File: src/design/tdc_pkg.sv
// Shared widths, constants and stage payload types of the timer deadline coalescer.
`timescale 1ns / 1ps
`default_nettype none

package tdc_pkg;

  // Field widths
  localparam int SEC_W  = 32;  // current time, whole seconds
  localparam int USEC_W = 20;  // microsecond fraction
  localparam int IVL_W  = 31;  // interval in milliseconds
  localparam int KIND_W = 2;   // timer kind
  localparam int WSEC_W = 33;  // wake-up time, whole seconds
  localparam int ISEC_W = 22;  // whole seconds of the interval
  localparam int MS_W   = 10;  // millisecond fraction

  // Pipeline split: reciprocal division, coarse rounding, deadline settling
  localparam int DIV_STAGES = 2;
  localparam int RND_STAGES = 3;
  localparam int SET_STAGES = 3;
  localparam int NUM_STAGES = DIV_STAGES + RND_STAGES + SET_STAGES;

  // Time constants
  localparam int MS_PER_SEC   = 1000;
  localparam int USEC_PER_SEC = 1000000;
  localparam logic [USEC_W-1:0] MAX_USEC  = 20'd999999;
  localparam logic [USEC_W-1:0] HALF_USEC = 20'd500000;

  // Interval / 1000: floor(2^41 / 1000), one correction step afterwards
  localparam int IVL_SHIFT  = 41;
  localparam int IVL_PROD_W = IVL_W + 32;
  localparam logic [31:0] IVL_RECIP = 32'd2199023255;

  // Microseconds / 1000: floor(2^30 / 1000), one correction step afterwards
  localparam int USEC_SHIFT  = 30;
  localparam int USEC_PROD_W = USEC_W + 21;
  localparam logic [20:0] USEC_RECIP = 21'd1073741;

  // Exact division of values below 1000 by 25 and of values below 250 by 5
  localparam int SHIFT25  = 15;
  localparam int RECIP25  = 1311;
  localparam int SHIFT5   = 10;
  localparam int RECIP5   = 205;

  // Timer kinds; the reserved code behaves as a coarse timer
  localparam logic [KIND_W-1:0] KIND_PRECISE     = 2'd0;
  localparam logic [KIND_W-1:0] KIND_VERY_COARSE = 2'd2;

  // Division stage output
  typedef struct packed {
    logic [SEC_W-1:0]  nsec;
    logic [USEC_W-1:0] usec;
    logic [KIND_W-1:0] kind;
    logic [ISEC_W-1:0] isec;
    logic [MS_W-1:0]   ims;
    logic [MS_W-1:0]   cm;
  } split_t;

  // Context that travels with an item through rounding and settling
  typedef struct packed {
    logic [SEC_W-1:0]  nsec;
    logic [USEC_W-1:0] usec;
    logic [KIND_W-1:0] kind;
    logic [ISEC_W-1:0] isec;
    logic [USEC_W-1:0] ims_us;
  } ctx_t;

  // Rounding stage output
  typedef struct packed {
    ctx_t              ctx;
    logic [WSEC_W-1:0] bsec;
    logic [MS_W-1:0]   msec;
  } round_t;

  // Result beat
  typedef struct packed {
    logic [WSEC_W-1:0] when_sec;
    logic [USEC_W-1:0] when_usec;
    logic [SEC_W-1:0]  delta_sec;
    logic [USEC_W-1:0] delta_usec;
  } result_t;

endpackage

`default_nettype wire

File: src/design/tdc_if.sv
// Valid/ready channel interfaces for timer items and wake-up results.
`timescale 1ns / 1ps
`default_nettype none

interface tdc_in_if import tdc_pkg::*; ();
  logic              valid;
  logic              ready;
  logic [SEC_W-1:0]  now_sec;
  logic [USEC_W-1:0] now_usec;
  logic [IVL_W-1:0]  interval_ms;
  logic [KIND_W-1:0] kind;

  modport source (output valid, now_sec, now_usec, interval_ms, kind, input ready);
  modport sink   (input valid, now_sec, now_usec, interval_ms, kind, output ready);
endinterface

interface tdc_out_if import tdc_pkg::*; ();
  logic              valid;
  logic              ready;
  logic [WSEC_W-1:0] when_sec;
  logic [USEC_W-1:0] when_usec;
  logic [SEC_W-1:0]  delta_sec;
  logic [USEC_W-1:0] delta_usec;

  modport source (output valid, when_sec, when_usec, delta_sec, delta_usec, input ready);
  modport sink   (input valid, when_sec, when_usec, delta_sec, delta_usec, output ready);
endinterface

`default_nettype wire

File: src/design/timer_deadline_coalescer.sv
// Top level of the timer deadline coalescer: stage valid bits, stall chain and channels.
`timescale 1ns / 1ps
`default_nettype none

// Takes one timer item per beat (current time, interval in ms, kind) and returns one
// result beat with the wake-up time and the delay until it. The block is an eight-stage
// pipeline: two stages divide the interval and the microseconds by 1000 with a
// reciprocal multiply and a correction, three form the millisecond fraction and round
// coarse timers toward preferred boundaries, and three assemble the deadline, add the
// interval again for a coarse deadline in the past, and subtract now. One item is accepted
// every cycle while ready is high; a stalled result holds its own stage
// only, so bubbles further up keep filling and ready drops only when all eight stages
// are occupied. Microseconds above 999999 are taken as 999999, and kind 3 is coarse.
module timer_deadline_coalescer import tdc_pkg::*; (
  input  logic     clk,
  input  logic     rst,
  tdc_in_if.sink   item,
  tdc_out_if.source result
);

  logic [NUM_STAGES-1:0] stage_valid;
  logic [NUM_STAGES-1:0] en;
  split_t                split;
  round_t                rnd;
  result_t               res;

  // A stage advances when it is empty or the stage after it advances
  always_comb begin
    en[NUM_STAGES-1] = !stage_valid[NUM_STAGES-1] || result.ready;
    for (int i = NUM_STAGES - 2; i >= 0; i--) begin
      en[i] = !stage_valid[i] || en[i+1];
    end
  end

  // Move valid bits alongside the data
  always_ff @(posedge clk) begin
    if (rst) begin
      stage_valid <= '0;
    end else begin
      if (en[0]) begin
        stage_valid[0] <= item.valid;
      end
      for (int i = 1; i < NUM_STAGES; i++) begin
        if (en[i]) begin
          stage_valid[i] <= stage_valid[i-1];
        end
      end
    end
  end

  assign item.ready = en[0];

  tdc_divide u_divide (
    .clk         (clk),
    .en          (en[DIV_STAGES-1:0]),
    .now_sec     (item.now_sec),
    .now_usec    (item.now_usec),
    .interval_ms (item.interval_ms),
    .kind        (item.kind),
    .split       (split)
  );

  tdc_round u_round (
    .clk   (clk),
    .en    (en[DIV_STAGES +: RND_STAGES]),
    .split (split),
    .rnd   (rnd)
  );

  tdc_settle u_settle (
    .clk (clk),
    .en  (en[DIV_STAGES + RND_STAGES +: SET_STAGES]),
    .rnd (rnd),
    .res (res)
  );

  // Drive the result beat from the last stage
  assign result.valid      = stage_valid[NUM_STAGES-1];
  assign result.when_sec   = res.when_sec;
  assign result.when_usec  = res.when_usec;
  assign result.delta_sec  = res.delta_sec;
  assign result.delta_usec = res.delta_usec;

`ifndef SYNTH
  // Input back-pressure only when every stage holds an item
  a_no_bubble_stall: assert property (@(posedge clk) disable iff (rst)
    !item.ready |-> (&stage_valid))
    else $error("input stalled while a pipeline stage was empty");

  // Microsecond fields of a delivered result stay inside one second
  a_usec_range: assert property (@(posedge clk) disable iff (rst)
    result.valid |-> ((result.when_usec <= MAX_USEC) && (result.delta_usec <= MAX_USEC)))
    else $error("result microseconds out of range");
`endif

endmodule

`default_nettype wire

File: src/design/tdc_divide.sv
// Two-stage reciprocal division of the interval and of the microseconds by 1000.
`timescale 1ns / 1ps
`default_nettype none

module tdc_divide import tdc_pkg::*; (
  input  logic                  clk,
  input  logic [DIV_STAGES-1:0] en,
  input  logic [SEC_W-1:0]      now_sec,
  input  logic [USEC_W-1:0]     now_usec,
  input  logic [IVL_W-1:0]      interval_ms,
  input  logic [KIND_W-1:0]     kind,
  output split_t                split
);

  localparam int REM_W = 11;

  logic [USEC_W-1:0]      usec_clamp;
  logic [IVL_PROD_W-1:0]  ivl_prod;
  logic [USEC_PROD_W-1:0] usec_prod;

  logic [SEC_W-1:0]  s1_nsec;
  logic [USEC_W-1:0] s1_usec;
  logic [IVL_W-1:0]  s1_ivl;
  logic [KIND_W-1:0] s1_kind;
  logic [ISEC_W-1:0] s1_iq;
  logic [MS_W-1:0]   s1_uq;

  logic [31:0]       ivl_back;
  logic [31:0]       ivl_rem;
  logic [REM_W-1:0]  irem;
  logic [USEC_W-1:0] usec_back;
  logic [USEC_W-1:0] usec_rem;
  logic [REM_W-1:0]  urem;
  split_t            split_next;

  // Clamp the microseconds and estimate both quotients, at most one low
  assign usec_clamp = (now_usec > MAX_USEC) ? MAX_USEC : now_usec;
  assign ivl_prod   = IVL_PROD_W'(interval_ms) * IVL_PROD_W'(IVL_RECIP);
  assign usec_prod  = USEC_PROD_W'(usec_clamp) * USEC_PROD_W'(USEC_RECIP);

  always_ff @(posedge clk) begin
    if (en[0]) begin
      s1_nsec <= now_sec;
      s1_usec <= usec_clamp;
      s1_ivl  <= interval_ms;
      s1_kind <= kind;
      s1_iq   <= ivl_prod[IVL_SHIFT +: ISEC_W];
      s1_uq   <= usec_prod[USEC_SHIFT +: MS_W];
    end
  end

  // Correct the estimates: a remainder of 1000 or more bumps the quotient
  assign ivl_back  = 32'(s1_iq) * 32'(MS_PER_SEC);
  assign ivl_rem   = 32'(s1_ivl) - ivl_back;
  assign irem      = ivl_rem[REM_W-1:0];
  assign usec_back = USEC_W'(s1_uq) * USEC_W'(MS_PER_SEC);
  assign usec_rem  = s1_usec - usec_back;
  assign urem      = usec_rem[REM_W-1:0];

  always_comb begin
    split_next.nsec = s1_nsec;
    split_next.usec = s1_usec;
    split_next.kind = s1_kind;
    if (irem >= REM_W'(MS_PER_SEC)) begin
      split_next.isec = s1_iq + ISEC_W'(1);
      split_next.ims  = MS_W'(irem - REM_W'(MS_PER_SEC));
    end else begin
      split_next.isec = s1_iq;
      split_next.ims  = irem[MS_W-1:0];
    end
    if (urem >= REM_W'(MS_PER_SEC)) begin
      split_next.cm = s1_uq + MS_W'(1);
    end else begin
      split_next.cm = s1_uq;
    end
  end

  always_ff @(posedge clk) begin
    if (en[1]) begin
      split <= split_next;
    end
  end

endmodule

`default_nettype wire

File: src/design/tdc_round.sv
// Three-stage millisecond sum and coarse rounding toward preferred boundaries.
`timescale 1ns / 1ps
`default_nettype none

module tdc_round import tdc_pkg::*; (
  input  logic                  clk,
  input  logic [RND_STAGES-1:0] en,
  input  split_t                split,
  output round_t                rnd
);

  localparam int Q_W = 6;  // quotient of a millisecond value by 25 or 20

  typedef enum logic [2:0] {
    BND_25  = 3'd0,
    BND_50  = 3'd1,
    BND_100 = 3'd2,
    BND_200 = 3'd3,
    BND_250 = 3'd4,
    BND_500 = 3'd5
  } bnd_t;

  // Stage 3 logic
  logic [MS_W:0]     msum;
  logic              ms_carry;
  logic [20:0]       ims_prod;
  logic [Q_W-1:0]    ims_d25;
  logic              ims_mult25;
  logic [4:0]        ims_d50;
  logic [15:0]       d20_prod;
  logic [MS_W:0]     isec_x50;
  logic [MS_W-1:0]   maxr_next;
  bnd_t              bnd_next;
  ctx_t              ctx_next;

  // Stage 3 registers
  ctx_t              s3_ctx;
  logic [WSEC_W-1:0] s3_bsec;
  logic [MS_W-1:0]   s3_msec;
  logic [MS_W-1:0]   s3_maxr;
  logic              s3_small;
  logic              s3_narrow;
  logic              s3_on_half;
  logic              s3_long;
  bnd_t              s3_bnd;

  // Stage 4 logic
  logic [20:0]       m_prod;
  logic [MS_W:0]     hsum;

  // Stage 4 registers
  ctx_t              s4_ctx;
  logic [WSEC_W-1:0] s4_bsec;
  logic [MS_W-1:0]   s4_msec;
  logic [Q_W-1:0]    s4_m25;
  logic [MS_W-1:0]   s4_lo;
  logic [MS_W-1:0]   s4_hi;
  logic              s4_lo_zero;
  logic              s4_hi_full;
  logic              s4_small;
  logic              s4_narrow;
  logic              s4_on_half;
  logic              s4_long;
  bnd_t              s4_bnd;

  // Stage 5 logic
  logic              up;
  logic [MS_W-1:0]   small_ms;
  logic [MS_W-1:0]   base;
  logic [MS_W-1:0]   step;
  logic [MS_W:0]     mid;
  logic [MS_W:0]     upper;
  logic [MS_W-1:0]   snap_ms;
  logic [MS_W-1:0]   msec_next;

  // Millisecond fraction of now plus interval, carry into the seconds
  assign msum     = (MS_W + 1)'(split.cm) + (MS_W + 1)'(split.ims);
  assign ms_carry = msum >= (MS_W + 1)'(MS_PER_SEC);

  // Interval classes; the fraction bits of the /25 product are below RECIP25
  // exactly for multiples of 25
  assign ims_prod   = 21'(split.ims) * 21'(RECIP25);
  assign ims_d25    = ims_prod[SHIFT25 +: Q_W];
  assign ims_mult25 = ims_prod[SHIFT25-1:0] < SHIFT25'(RECIP25);
  assign ims_d50    = ims_d25[Q_W-1:1];

  // Largest shift allowed, interval/20, clamped at one second
  assign d20_prod  = 16'(split.ims[MS_W-1:2]) * 16'(RECIP5);
  assign isec_x50  = (MS_W + 1)'(split.isec[4:0]) * (MS_W + 1)'(50);
  assign maxr_next = (split.isec >= ISEC_W'(20)) ? MS_W'(MS_PER_SEC)
                   : MS_W'(isec_x50) + MS_W'(d20_prod[SHIFT5 +: Q_W]);

  // Pick the preferred boundary
  always_comb begin
    if (split.ims == MS_W'(0) || split.ims == MS_W'(500)) begin
      bnd_next = BND_500;
    end else if (ims_mult25 && !ims_d25[0]) begin
      if (ims_d50[1:0] == 2'd0) begin
        bnd_next = BND_200;
      end else if (!ims_d50[0]) begin
        bnd_next = BND_100;
      end else if (ims_d50 inside {5'd5, 5'd15}) begin
        bnd_next = BND_250;
      end else begin
        bnd_next = BND_50;
      end
    end else begin
      bnd_next = BND_25;
    end
  end

  always_comb begin
    ctx_next.nsec   = split.nsec;
    ctx_next.usec   = split.usec;
    ctx_next.kind   = split.kind;
    ctx_next.isec   = split.isec;
    ctx_next.ims_us = USEC_W'(split.ims) * USEC_W'(MS_PER_SEC);
  end

  always_ff @(posedge clk) begin
    if (en[0]) begin
      s3_ctx     <= ctx_next;
      s3_bsec    <= WSEC_W'(split.nsec) + WSEC_W'(split.isec) + WSEC_W'(ms_carry);
      s3_msec    <= ms_carry ? MS_W'(msum - (MS_W + 1)'(MS_PER_SEC)) : msum[MS_W-1:0];
      s3_maxr    <= maxr_next;
      s3_small   <= (split.isec == '0) && (split.ims < MS_W'(100)) && !ims_mult25;
      s3_narrow  <= split.ims < MS_W'(50);
      s3_on_half <= (split.ims == MS_W'(0)) || (split.ims == MS_W'(500));
      s3_long    <= split.isec >= ISEC_W'(5);
      s3_bnd     <= bnd_next;
    end
  end

  // Window around the fraction, and the fraction divided by 25
  assign m_prod = 21'(s3_msec) * 21'(RECIP25);
  assign hsum   = (MS_W + 1)'(s3_msec) + (MS_W + 1)'(s3_maxr);

  always_ff @(posedge clk) begin
    if (en[1]) begin
      s4_ctx     <= s3_ctx;
      s4_bsec    <= s3_bsec;
      s4_msec    <= s3_msec;
      s4_m25     <= m_prod[SHIFT25 +: Q_W];
      s4_lo_zero <= s3_msec <= s3_maxr;
      s4_lo      <= (s3_msec > s3_maxr) ? s3_msec - s3_maxr : '0;
      s4_hi_full <= hsum >= (MS_W + 1)'(MS_PER_SEC);
      s4_hi      <= (hsum >= (MS_W + 1)'(MS_PER_SEC)) ? MS_W'(MS_PER_SEC) : hsum[MS_W-1:0];
      s4_small   <= s3_small;
      s4_narrow  <= s3_narrow;
      s4_on_half <= s3_on_half;
      s4_long    <= s3_long;
      s4_bnd     <= s3_bnd;
    end
  end

  // Short odd intervals: round to even or to a multiple of 4
  assign up       = s4_narrow ? s4_m25[0] : s4_m25[1];
  assign small_ms = s4_narrow ? {s4_msec[MS_W-1:2], s4_msec[1] | up, 1'b0}
                              : {s4_msec[MS_W-1:3], s4_msec[2] | up, 2'b00};

  // Boundary below the fraction
  always_comb begin
    base = '0;
    step = MS_W'(25);
    case (s4_bnd)
      BND_25: begin
        base = MS_W'(s4_m25) * MS_W'(25);
        step = MS_W'(25);
      end
      BND_50: begin
        base = MS_W'(s4_m25[Q_W-1:1]) * MS_W'(50);
        step = MS_W'(50);
      end
      BND_100: begin
        base = MS_W'(s4_m25[Q_W-1:2]) * MS_W'(100);
        step = MS_W'(100);
      end
      BND_200: begin
        base = MS_W'(s4_m25[Q_W-1:3]) * MS_W'(200);
        step = MS_W'(200);
      end
      BND_250: begin
        if (s4_msec >= MS_W'(750)) begin
          base = MS_W'(750);
        end else if (s4_msec >= MS_W'(500)) begin
          base = MS_W'(500);
        end else if (s4_msec >= MS_W'(250)) begin
          base = MS_W'(250);
        end else begin
          base = '0;
        end
        step = MS_W'(250);
      end
      BND_500: begin
        base = (s4_msec >= MS_W'(500)) ? MS_W'(500) : '0;
        step = MS_W'(500);
      end
      default: begin
        base = '0;
        step = MS_W'(25);
      end
    endcase
  end

  // Snap down or up to the nearer boundary, kept inside the window
  assign mid   = (MS_W + 1)'(base) + (MS_W + 1)'(step >> 1);
  assign upper = (MS_W + 1)'(base) + (MS_W + 1)'(step);

  always_comb begin
    if ((MS_W + 1)'(s4_msec) < mid) begin
      snap_ms = (base > s4_lo) ? base : s4_lo;
    end else begin
      snap_ms = (upper < (MS_W + 1)'(s4_hi)) ? MS_W'(upper) : s4_hi;
    end
  end

  always_comb begin
    if (s4_small) begin
      msec_next = small_ms;
    end else if (s4_lo_zero) begin
      msec_next = '0;
    end else if (s4_hi_full) begin
      msec_next = MS_W'(MS_PER_SEC);
    end else if (s4_on_half && s4_long) begin
      msec_next = (s4_msec >= MS_W'(500)) ? s4_hi : s4_lo;
    end else begin
      msec_next = snap_ms;
    end
  end

  always_ff @(posedge clk) begin
    if (en[2]) begin
      rnd.ctx  <= s4_ctx;
      rnd.bsec <= s4_bsec;
      rnd.msec <= msec_next;
    end
  end

endmodule

`default_nettype wire

File: src/design/tdc_settle.sv
// Three-stage deadline assembly per timer kind, past-deadline fix and delay subtraction.
`timescale 1ns / 1ps
`default_nettype none

module tdc_settle import tdc_pkg::*; (
  input  logic                  clk,
  input  logic [SET_STAGES-1:0] en,
  input  round_t                rnd,
  output result_t               res
);

  // Stage 6 logic
  logic              up_sec;
  logic [WSEC_W-1:0] w1_sec;
  logic [USEC_W-1:0] w1_usec;
  logic              w1_past;
  logic [WSEC_W-1:0] vc_sec;
  logic [WSEC_W-1:0] x_sec;
  logic [USEC_W-1:0] x_usec;
  logic              x_add;

  // Stage 6 registers
  logic [SEC_W-1:0]  s6_nsec;
  logic [USEC_W-1:0] s6_usec;
  logic [ISEC_W-1:0] s6_isec;
  logic [USEC_W-1:0] s6_ims_us;
  logic [WSEC_W-1:0] s6_sec;
  logic [USEC_W-1:0] s6_usec_w;
  logic              s6_add;

  // Stage 7 logic
  logic [USEC_W:0]   usum;
  logic              ucarry;

  // Stage 7 registers
  logic [SEC_W-1:0]  s7_nsec;
  logic [USEC_W-1:0] s7_usec;
  logic [WSEC_W-1:0] s7_wsec;
  logic [USEC_W-1:0] s7_wusec;

  // Stage 8 logic
  logic [USEC_W:0]   udiff;
  logic              borrow;
  logic [WSEC_W:0]   sdiff;
  logic              late;
  result_t           res_next;

  // Coarse deadline from rounded milliseconds; a full second carries over
  assign up_sec  = rnd.msec == MS_W'(MS_PER_SEC);
  assign w1_sec  = rnd.bsec + WSEC_W'(up_sec);
  assign w1_usec = up_sec ? '0 : USEC_W'(rnd.msec) * USEC_W'(MS_PER_SEC);
  assign w1_past = (w1_sec < WSEC_W'(rnd.ctx.nsec))
                || ((w1_sec == WSEC_W'(rnd.ctx.nsec)) && (w1_usec < rnd.ctx.usec));

  // Very coarse: round now to the nearest second, add whole interval seconds
  assign vc_sec = WSEC_W'(rnd.ctx.nsec) + WSEC_W'(rnd.ctx.usec >= HALF_USEC)
                + WSEC_W'(rnd.ctx.isec);

  // Pick the start point and whether the interval is added to it
  always_comb begin
    case (rnd.ctx.kind)
      KIND_PRECISE: begin
        x_sec  = WSEC_W'(rnd.ctx.nsec);
        x_usec = rnd.ctx.usec;
        x_add  = 1'b1;
      end
      KIND_VERY_COARSE: begin
        x_sec  = vc_sec;
        x_usec = '0;
        x_add  = 1'b0;
      end
      default: begin
        // coarse, and the reserved code
        x_sec  = w1_sec;
        x_usec = w1_usec;
        x_add  = w1_past;
      end
    endcase
  end

  always_ff @(posedge clk) begin
    if (en[0]) begin
      s6_nsec   <= rnd.ctx.nsec;
      s6_usec   <= rnd.ctx.usec;
      s6_isec   <= rnd.ctx.isec;
      s6_ims_us <= rnd.ctx.ims_us;
      s6_sec    <= x_sec;
      s6_usec_w <= x_usec;
      s6_add    <= x_add;
    end
  end

  // Add the interval where asked
  assign usum   = (USEC_W + 1)'(s6_usec_w) + (USEC_W + 1)'(s6_add ? s6_ims_us : '0);
  assign ucarry = usum >= (USEC_W + 1)'(USEC_PER_SEC);

  always_ff @(posedge clk) begin
    if (en[1]) begin
      s7_nsec  <= s6_nsec;
      s7_usec  <= s6_usec;
      s7_wusec <= ucarry ? USEC_W'(usum - (USEC_W + 1)'(USEC_PER_SEC)) : usum[USEC_W-1:0];
      s7_wsec  <= s6_sec + WSEC_W'(s6_add ? s6_isec : '0) + WSEC_W'(ucarry);
    end
  end

  // Delay from now; zero when the deadline lies in the past
  assign udiff  = (USEC_W + 1)'(s7_wusec) - (USEC_W + 1)'(s7_usec);
  assign borrow = udiff[USEC_W];
  assign sdiff  = (WSEC_W + 1)'(s7_wsec) - (WSEC_W + 1)'(s7_nsec) - (WSEC_W + 1)'(borrow);
  assign late   = sdiff[WSEC_W];

  always_comb begin
    res_next.when_sec  = s7_wsec;
    res_next.when_usec = s7_wusec;
    if (late) begin
      res_next.delta_sec  = '0;
      res_next.delta_usec = '0;
    end else begin
      res_next.delta_sec  = sdiff[SEC_W-1:0];
      res_next.delta_usec = borrow ? USEC_W'(udiff + (USEC_W + 1)'(USEC_PER_SEC))
                                   : udiff[USEC_W-1:0];
    end
  end

  always_ff @(posedge clk) begin
    if (en[2]) begin
      res <= res_next;
    end
  end

endmodule

`default_nettype wire

File: src/flat_wrapper.sv
// flat-port wrapper written by rule: the top's interface ports become plain ports
module timer_deadline_coalescer_flat import tdc_pkg::*;
  (clk, rst, item_valid, item_now_sec, item_now_usec, item_interval_ms, item_kind, item_ready, result_valid, result_when_sec, result_when_usec, result_delta_sec, result_delta_usec, result_ready);
  tdc_in_if item_i ();
  tdc_out_if result_i ();
  input  logic clk;
  input  logic rst;
  input wire logic [$bits(item_i.valid)-1:0] item_valid;
  input wire logic [$bits(item_i.now_sec)-1:0] item_now_sec;
  input wire logic [$bits(item_i.now_usec)-1:0] item_now_usec;
  input wire logic [$bits(item_i.interval_ms)-1:0] item_interval_ms;
  input wire logic [$bits(item_i.kind)-1:0] item_kind;
  output wire logic [$bits(item_i.ready)-1:0] item_ready;
  output wire logic [$bits(result_i.valid)-1:0] result_valid;
  output wire logic [$bits(result_i.when_sec)-1:0] result_when_sec;
  output wire logic [$bits(result_i.when_usec)-1:0] result_when_usec;
  output wire logic [$bits(result_i.delta_sec)-1:0] result_delta_sec;
  output wire logic [$bits(result_i.delta_usec)-1:0] result_delta_usec;
  input wire logic [$bits(result_i.ready)-1:0] result_ready;
  assign item_i.valid = item_valid;
  assign item_i.now_sec = item_now_sec;
  assign item_i.now_usec = item_now_usec;
  assign item_i.interval_ms = item_interval_ms;
  assign item_i.kind = item_kind;
  assign item_ready = item_i.ready;
  assign result_valid = result_i.valid;
  assign result_when_sec = result_i.when_sec;
  assign result_when_usec = result_i.when_usec;
  assign result_delta_sec = result_i.delta_sec;
  assign result_delta_usec = result_i.delta_usec;
  assign result_i.ready = result_ready;
  timer_deadline_coalescer u_core (.clk(clk), .rst(rst), .item(item_i), .result(result_i));
endmodule
File: config.mk
export PLATFORM = sky130hd
export DESIGN_NAME = timer_deadline_coalescer_flat
export DESIGN_NICKNAME = d
export VERILOG_FILES = /design/src/design/tdc_pkg.sv /design/src/design/tdc_if.sv /design/src/design/timer_deadline_coalescer.sv /design/src/design/tdc_divide.sv /design/src/design/tdc_round.sv /design/src/design/tdc_settle.sv /design/src/flat_wrapper.sv
export SDC_FILE = /design/constraint.sdc
export NUM_CORES = 2
export LEC_CHECK = 0
export BUFFER_PORTS_ARGS = -buffer_cell sky130_fd_sc_hd__buf_2
export CORE_ASPECT_RATIO = 0.5
export CORE_MARGIN = 4
export CORE_UTILIZATION = 60
export CTS_CLUSTER_SIZE = 8
export DETAILED_ROUTE_END_ITERATION = 8
export GPL_ROUTABILITY_DRIVEN = 0
export GPL_TIMING_DRIVEN = 0
export PLACE_DENSITY = 0.77
export SLEW_MARGIN = 20
export SYNTH_ARGS = -nofsm -noshare
export SYNTH_HDL_FRONTEND = slang
export SYNTH_SLANG_ARGS = --single-unit
export TNS_END_PERCENT = 5
File: constraint.sdc
create_clock -name clk -period 23.9 [get_ports clk]
set_input_delay 2.39 -clock clk [delete_from_list [all_inputs] [get_ports clk]]
set_output_delay 2.39 -clock clk [all_outputs]
set_load 0.005 [all_outputs]
After elaboration in Yosys (flattened, before gate mapping)
Cells that the tools add are included.

storage, ports and cells
  output and inout port bits = 107
  logic and storage cells = 212
  register bits = 1016
  bits of input ports = 89

operators by class
  bitwise gates (word level) = 3
  equality and inequality tests = 11
  $add $sub $neg = 25
  magnitude comparators = 22
  multiplexer cells = 32
  $mul = 14
  reductions and logical operators = 32

operators by type and width
  cell                                                                                   count
  10-bit two-way mux                                                                     11
  20-bit two-way mux                                                                     5
  33-bit by 1-bit adder with 33-bit output                                               3
  33-bit by 22-bit adder with 33-bit output                                              2
  33-bit one-hot mux with 2 select lines                                                 1
  31-bit by 32-bit multiplier with 63-bit output, second input constant                  1
  10-bit one-hot mux with 6 select lines                                                 1
  9-bit one-hot mux with 5 select lines                                                  1
  11-bit by 10-bit greater-or-equal comparator with 1-bit output, second input constant  4
  10-bit by 11-bit multiplier with 21-bit output, second input constant                  2
  20-bit by 21-bit multiplier with 40-bit output, second input constant                  1
  20-bit one-hot mux with 2 select lines                                                 1
  10-bit by 7-bit multiplier with 17-bit output, second input constant                   2
  33-bit by 32-bit subtractor with 34-bit output                                         1
  34-bit by 1-bit subtractor with 34-bit output                                          1
  10-bit by 10-bit adder with 11-bit output                                              3
  32-bit by 1-bit adder with 33-bit output                                               1
  32-bit by 22-bit adder with 33-bit output                                              1
  33-bit by 32-bit == test with 1-bit output                                             1
  33-bit by 32-bit < comparator with 1-bit output                                        1
  32-bit two-way mux                                                                     1
  22-bit by 1-bit adder with 22-bit output, second input constant                        1
  22-bit by 3-bit greater-or-equal comparator with 1-bit output, second input constant   1
  22-bit by 5-bit greater-or-equal comparator with 1-bit output, second input constant   1
  other kinds (56)                                                                       91

Logic depth before layout (Yosys ltp)
  word-level depth = 13
  depth in mapped cells = 32
  gate-level depth less buffers = 30

Modules after synthesis
From an unflattened synthesis, not the netlist that was laid out.

unflattened totals
  cells, all modules = 6789
  area, all modules = 78929.4 um2

by module, submodules not included
  module                    instances  area each (um2)  cells each
  tdc_divide                1          28691.3          2575
  tdc_round                 1          26761.9          2038
  tdc_settle                1          23147.2          2138
  timer_deadline_coalescer  1          329.1            38

Worst setup path before layout
OpenSTA, ideal clock, no wires.

  path kind = in2out
  start point = in result_ready
  end point = out item_ready
  cell stages on the path = 6
  data arrival time = 7854 ps
  path slack = 13656 ps
  buffers on the path = 1
  cell sequence = nor2b_1 -> and2_1 -> and3_1 -> clkbuf_1 -> nand4_1 -> or2_2

between the ends
  longest elaborated chain between the ends = 8

ends and longest elaborated chain
  element                         RTL line                        source
  start, declared                 flat_wrapper.sv:19              input wire logic [$bits(result_i.ready)-1:0] result_ready;
  1-bit logical OR                timer_deadline_coalescer.sv:29  en[NUM_STAGES-1] = !stage_valid[NUM_STAGES-1] || result.ready;
  1-bit logical OR (6 in series)  timer_deadline_coalescer.sv:31  en[i] = !stage_valid[i] || en[i+1];
  via u_core.en[1]                timer_deadline_coalescer.sv:22  logic [NUM_STAGES-1:0] en;
  1-bit logical OR                timer_deadline_coalescer.sv:31
  end, declared                   flat_wrapper.sv:13              output wire logic [$bits(item_i.ready)-1:0] item_ready;

The timed path passes the listed nets, and every way through them passes these cells.

Worst setup path after layout
  start point = in item_now_usec[10]
  end point = reg u_core.u_divide.s1_uq[8] (data pin)

between the ends
  longest elaborated chain between the ends = 3

ends and longest elaborated chain
  element                                           RTL line            source
  start, declared                                   flat_wrapper.sv:10  input wire logic [$bits(item_i.now_usec)-1:0] item_now_usec;
  20-bit > comparator                               tdc_divide.sv:37    assign usec_clamp = (now_usec > MAX_USEC) ? MAX_USEC : now_usec;
  20-bit two-way mux *                              tdc_divide.sv:37
  via u_core.u_divide.usec_clamp[10]                tdc_divide.sv:17    logic [USEC_W-1:0] usec_clamp;
  20-bit by 21-bit multiplier with 40-bit output *  tdc_divide.sv:39    assign usec_prod = USEC_PROD_W'(usec_clamp) * USEC_PROD_W'(USEC_RECIP);
  via u_core.u_divide.usec_prod[38]                 tdc_divide.sv:19    logic [USEC_PROD_W-1:0] usec_prod;
  end signal, assigned                              tdc_divide.sv:48    s1_uq <= usec_prod[USEC_SHIFT +: MS_W];
  end, declared                                     tdc_divide.sv:26    logic [MS_W-1:0] s1_uq;

Mark *: on every way through the listed nets, which the timed path passes. The rest lies on a longest branch.
A chain may end at the register's enable or synchronous reset.

==> PnR_summary.wiki <==
{| class="wikitable"
! Metric !! Value
|-
| Total Die Area || 134000 µm²
|-
| Prevailing post-synth register cell || edfxtp_1
|-
| Worst reg2reg path depth || 26
|-
| Hold Path Sink || u_core.u_round.s4_ctx[16]
|-
| Number of enable flip-flop cells after synthesis || 1008
|-
| MaxCap Viol Count || 0
|-
| Required time reported for the critical path endpoint || 24.37 ns
|-
| Endpoint type of the worst setup path || register
|-
| Transition time at the pin with the least slew margin || 1.10 ns
|-
| Post-route minimum period || about 10 ns
|-
| Routed length per instance || between 20 and 25 µm
|-
| Register-to-register path setup slack || around 16 ns
|-
| Worst-case clock skew || between 0.04 and 0.05 ns
|-
| Site Rows || 92
|-
| Post-Syn Instances || roughly 6500
|-
| Maximum root-to-sink buffer count || 3
|-
| Critical Path Slowest Stage Cell || and2_1
|-
| Area share of xor/xnor cells in the synthesized design || under 10%
|-
| Synthesized area per cell || 11.9 µm²
|-
| Endpoints failing hold || 0
|-
| Number of sinks driven by the clock tree || roughly 1000
|-
| Synth Area in Compound Gates || 7.64%
|-
| Overflow left after global routing || 0
|-
| Type of the most critical hold path || register to register
|-
| Residual DRC || 0
|-
| Initial cell density of the core || about three fifths
|-
| Post-DP HPWL || roughly 140 mm
|-
| CTS HTree Levels || 4
|-
| Layout Area Growth over Synthesis || 9.92%
|-
| Clock transition at the registers of the reported paths || about 0.050 ns
|-
| Multiplexer area fraction after synthesis || 0.717%
|-
| Width of the chip || 514 µm
|-
| Largest fanout on the critical path || 10
|-
| Proportion of synthesized flip-flops having asynchronous set or reset || 0%
|-
| Run status || finished, final reports clean
|-
| Reg2Reg Launch Point || u_core.u_divide.split[10]
|-
| Cell area after technology mapping || 76900 µm²
|-
| Setup repair after global routing missed its margin || false
|-
| Final slew viol count || 0
|-
| Number of diodes added for antenna fixing || 0
|-
| Total nets after synthesis || 8336
|-
| CTS resizes || 0
|-
| Number of buffers added on ports || between 150 and 200
|-
| Pin count of the biggest net entering global routing || 88
|-
| Latest clock arrival within the worst-skew pair || 0.74 ns
|-
| First-pass detailed-route iteration total || 6
|-
| CTS tree || done
|-
| Post-CTS Setup Bufs || 0
|-
| Tcrit/Tclk final || a little over two fifths
|-
| Setup crit start kind || input port
|-
| Worst-case headroom to the max-slew limit || 26.5%
|-
| Simple-Gate Fraction of Synth Area || 6.72%
|-
| Clock root buffer || clkbuf_16
|-
| Number of warnings reported in the yosys synthesis log || 0
|-
| Critical Path Source || item_now_usec[10]
|-
| Achievable frequency || around 0.098 GHz
|-
| Start-to-end type of the worst setup path || input port to register
|-
| Vias in the first global route || ~52000
|-
| Terminus of the critical flop-to-flop path || u_core.u_round.s3_bsec[28]
|-
| Total wirelength of the detailed-routed design || about 170 mm
|-
| Largest stage delay, worst path || about 0.59 ns
|-
| Overall routing resource usage || 25.9%
|-
| Post-layout nets || slightly below 9000
|-
| Register bit count reported by yosys || 1016
|-
| Number of DRC markers after the initial detailed-route iteration || 3824
|-
| Setup tns final || 0 ns
|-
| Sequential element share of the synthesized area || 39.6%
|-
| Filler instances || 8776
|-
| Startpoint of the worst hold path || u_core.u_round.s3_ctx[16]
|-
| Count of distinct cell types in the synthesized netlist || between 90 and 100
|-
| Most frequent cell on the critical path || ha_1
|-
| DR vias/cell || just under 6
|-
| Antenna viol nets, final || 0
|-
| Core ar. || roughly 130000 µm²
|-
| TritonCTS Buffers || around 150
|-
| Number of buffers added to fix hold violations after cts || 0
|-
| Fraction of final layout cells sized beyond drive strength 1 || 6.84%
|-
| Number of antenna violations at the first check in global routing || 5
|-
| Hold Path Stages || 0
|-
| Signal arrival time at the worst endpoint || approximately 11 ns
|-
| Number of setup violations in the final report || 0
|-
| Share of synthesized cell area in full adder, half adder and majority cells || about a third
|-
| Largest family of logic cells by synthesized area || adder cells
|-
| # IOs || between 150 and 200
|-
| Routed vias || around 49000
|-
| Global-route wire length before repair || about 270 mm
|-
| Chip height || roughly 260 µm
|}
worst max path at each step:
stage | endpoint | slack (ns)
after floorplan | item_ready | 13.66
after global placement | item_ready | 10.55
after detailed placement | u_core.u_divide.s1_uq[8] | 13.02
after CTS | u_core.u_divide.s1_uq[8] | 13.77
after global routing | u_core.u_divide.s1_uq[8] | 13.30
final | u_core.u_divide.s1_uq[8] | 13.67
metrics by stage:
step,hold WS (ns),instances,area (µm²),util (%),setup WS (ns)
global route,0.406,8535,84500,66.8,13.30
global placement,0.402,8340,80000,63.2,10.55
detailed placement,0.405,8360,80500,63.5,13.02
finish,0.399,8535,84500,66.8,13.67
CTS,0.393,8535,84500,66.8,13.77
floorplan,0.400,6455,76900,-,13.66
logic make-up (layout without fill, tap and decap cells):
family | count (synthesis) | count (layout)
AOI/OAI and AO/OA | 891 | 891
xor gates and xnor gates | 389 | 389
adders and majority gates | 1792 | 1792
buffers and inverters | 1261 | 1649
DFF | 1016 | 1016
muxes | 52 | 52
and+or+nand+nor | 1054 | 1054
final cells by class:
class                      count  area, µm²  area share (%)
buffer                        57        273           0.323
sequential                  1016      30400            36.0
clock inverter                15        347           0.410
clock buffer                 160       3730            4.41
tap                         1692       2120            2.50
timing repair buffer         213       1380            1.63
inverter                    1204       4540            5.37
multi-input combinational   4178      41700            49.4
Yosys cell counts (20+ instances only):
cell	n	area share, %
or3_1	20	0.16
nor3_1	73	0.48
a21o_1	136	1.3
nand4_1	44	0.36
nor2_1	284	1.4
and3_1	53	0.43
edfxtp_1	1008	39
o31ai_1	21	0.20
a21oi_1	246	1.6
fa_1	567	15
o21ai_0	167	1.1
clkbuf_1	38	0.19
xor2_1	137	1.6
nand3_1	82	0.53
nor4_1	24	0.20
o21a_1	51	0.50
mux2i_1	36	0.47
o21bai_1	27	0.26
o211ai_1	22	0.21
nand2b_1	52	0.42
nor2b_1	51	0.41
or2_2	27	0.22
a31oi_1	28	0.23
inv_1	1203	5.9
ha_1	1225	20
nand2_1	240	1.2
xnor2_1	251	2.9
and2_1	65	0.53
layout by cell type, fill, tap and decap left out, types with 52 or more instances in the layout:
| cell | netlist | final |
|---|---|---|
| fa_1 | 567 | 567 |
| clkbuf_16 | 0 | 147 |
| xor2_1 | 137 | 137 |
| and2_1 | 65 | 65 |
| buf_2 | 5 | 198 |
| and3_1 | 53 | 53 |
| a21o_1 | 136 | 136 |
| edfxtp_1 | 1008 | 1008 |
| o21ai_0 | 167 | 167 |
| xnor2_1 | 251 | 251 |
| nor3_1 | 73 | 73 |
| ha_1 | 1225 | 1225 |
| nor2_1 | 284 | 284 |
| nand2_1 | 240 | 238 |
| inv_1 | 1203 | 1200 |
| a21oi_1 | 246 | 246 |
| nand3_1 | 82 | 81 |
| nand2b_1 | 52 | 52 |
per-layer routing:
layer | track usage, % | share of wire (%) | up-vias
met2 | 42.3 | 47 | 1784
met1 | 35.1 | 43 | 24100
li1 | - | - | 22900
met4 | 8.90 | 3.3 | 6
met5 | 0 | 0.024 | -
met3 | 4.92 | 7.3 | 383
critical path, delay by kind of cell:
family / cells / cell delay (ns)
xor+xnor: 1 / 0.17
simple gates: 6 / 1.73
fa+ha+maj: 8 / 2.94
buf+inv: 7 / 1.22
compound gates: 9 / 2.25
sequential cells by signal (all words and copies together), names as in the netlist, 33 cells and up:
signal,flops
u_core.u_settle.s7_wsec,33
u_core.u_round.rnd,136
u_core.u_divide.split,96
u_core.u_settle.res,105
u_core.u_round.s4_bsec,33
u_core.u_round.s3_ctx,93
u_core.u_round.s3_bsec,33
u_core.u_round.s4_ctx,93
u_core.u_settle.s6_sec,33
Power is left out: the tool's default activity adds up to more than one toggle a clock period on the data nets, which glitch-free logic cannot reach.
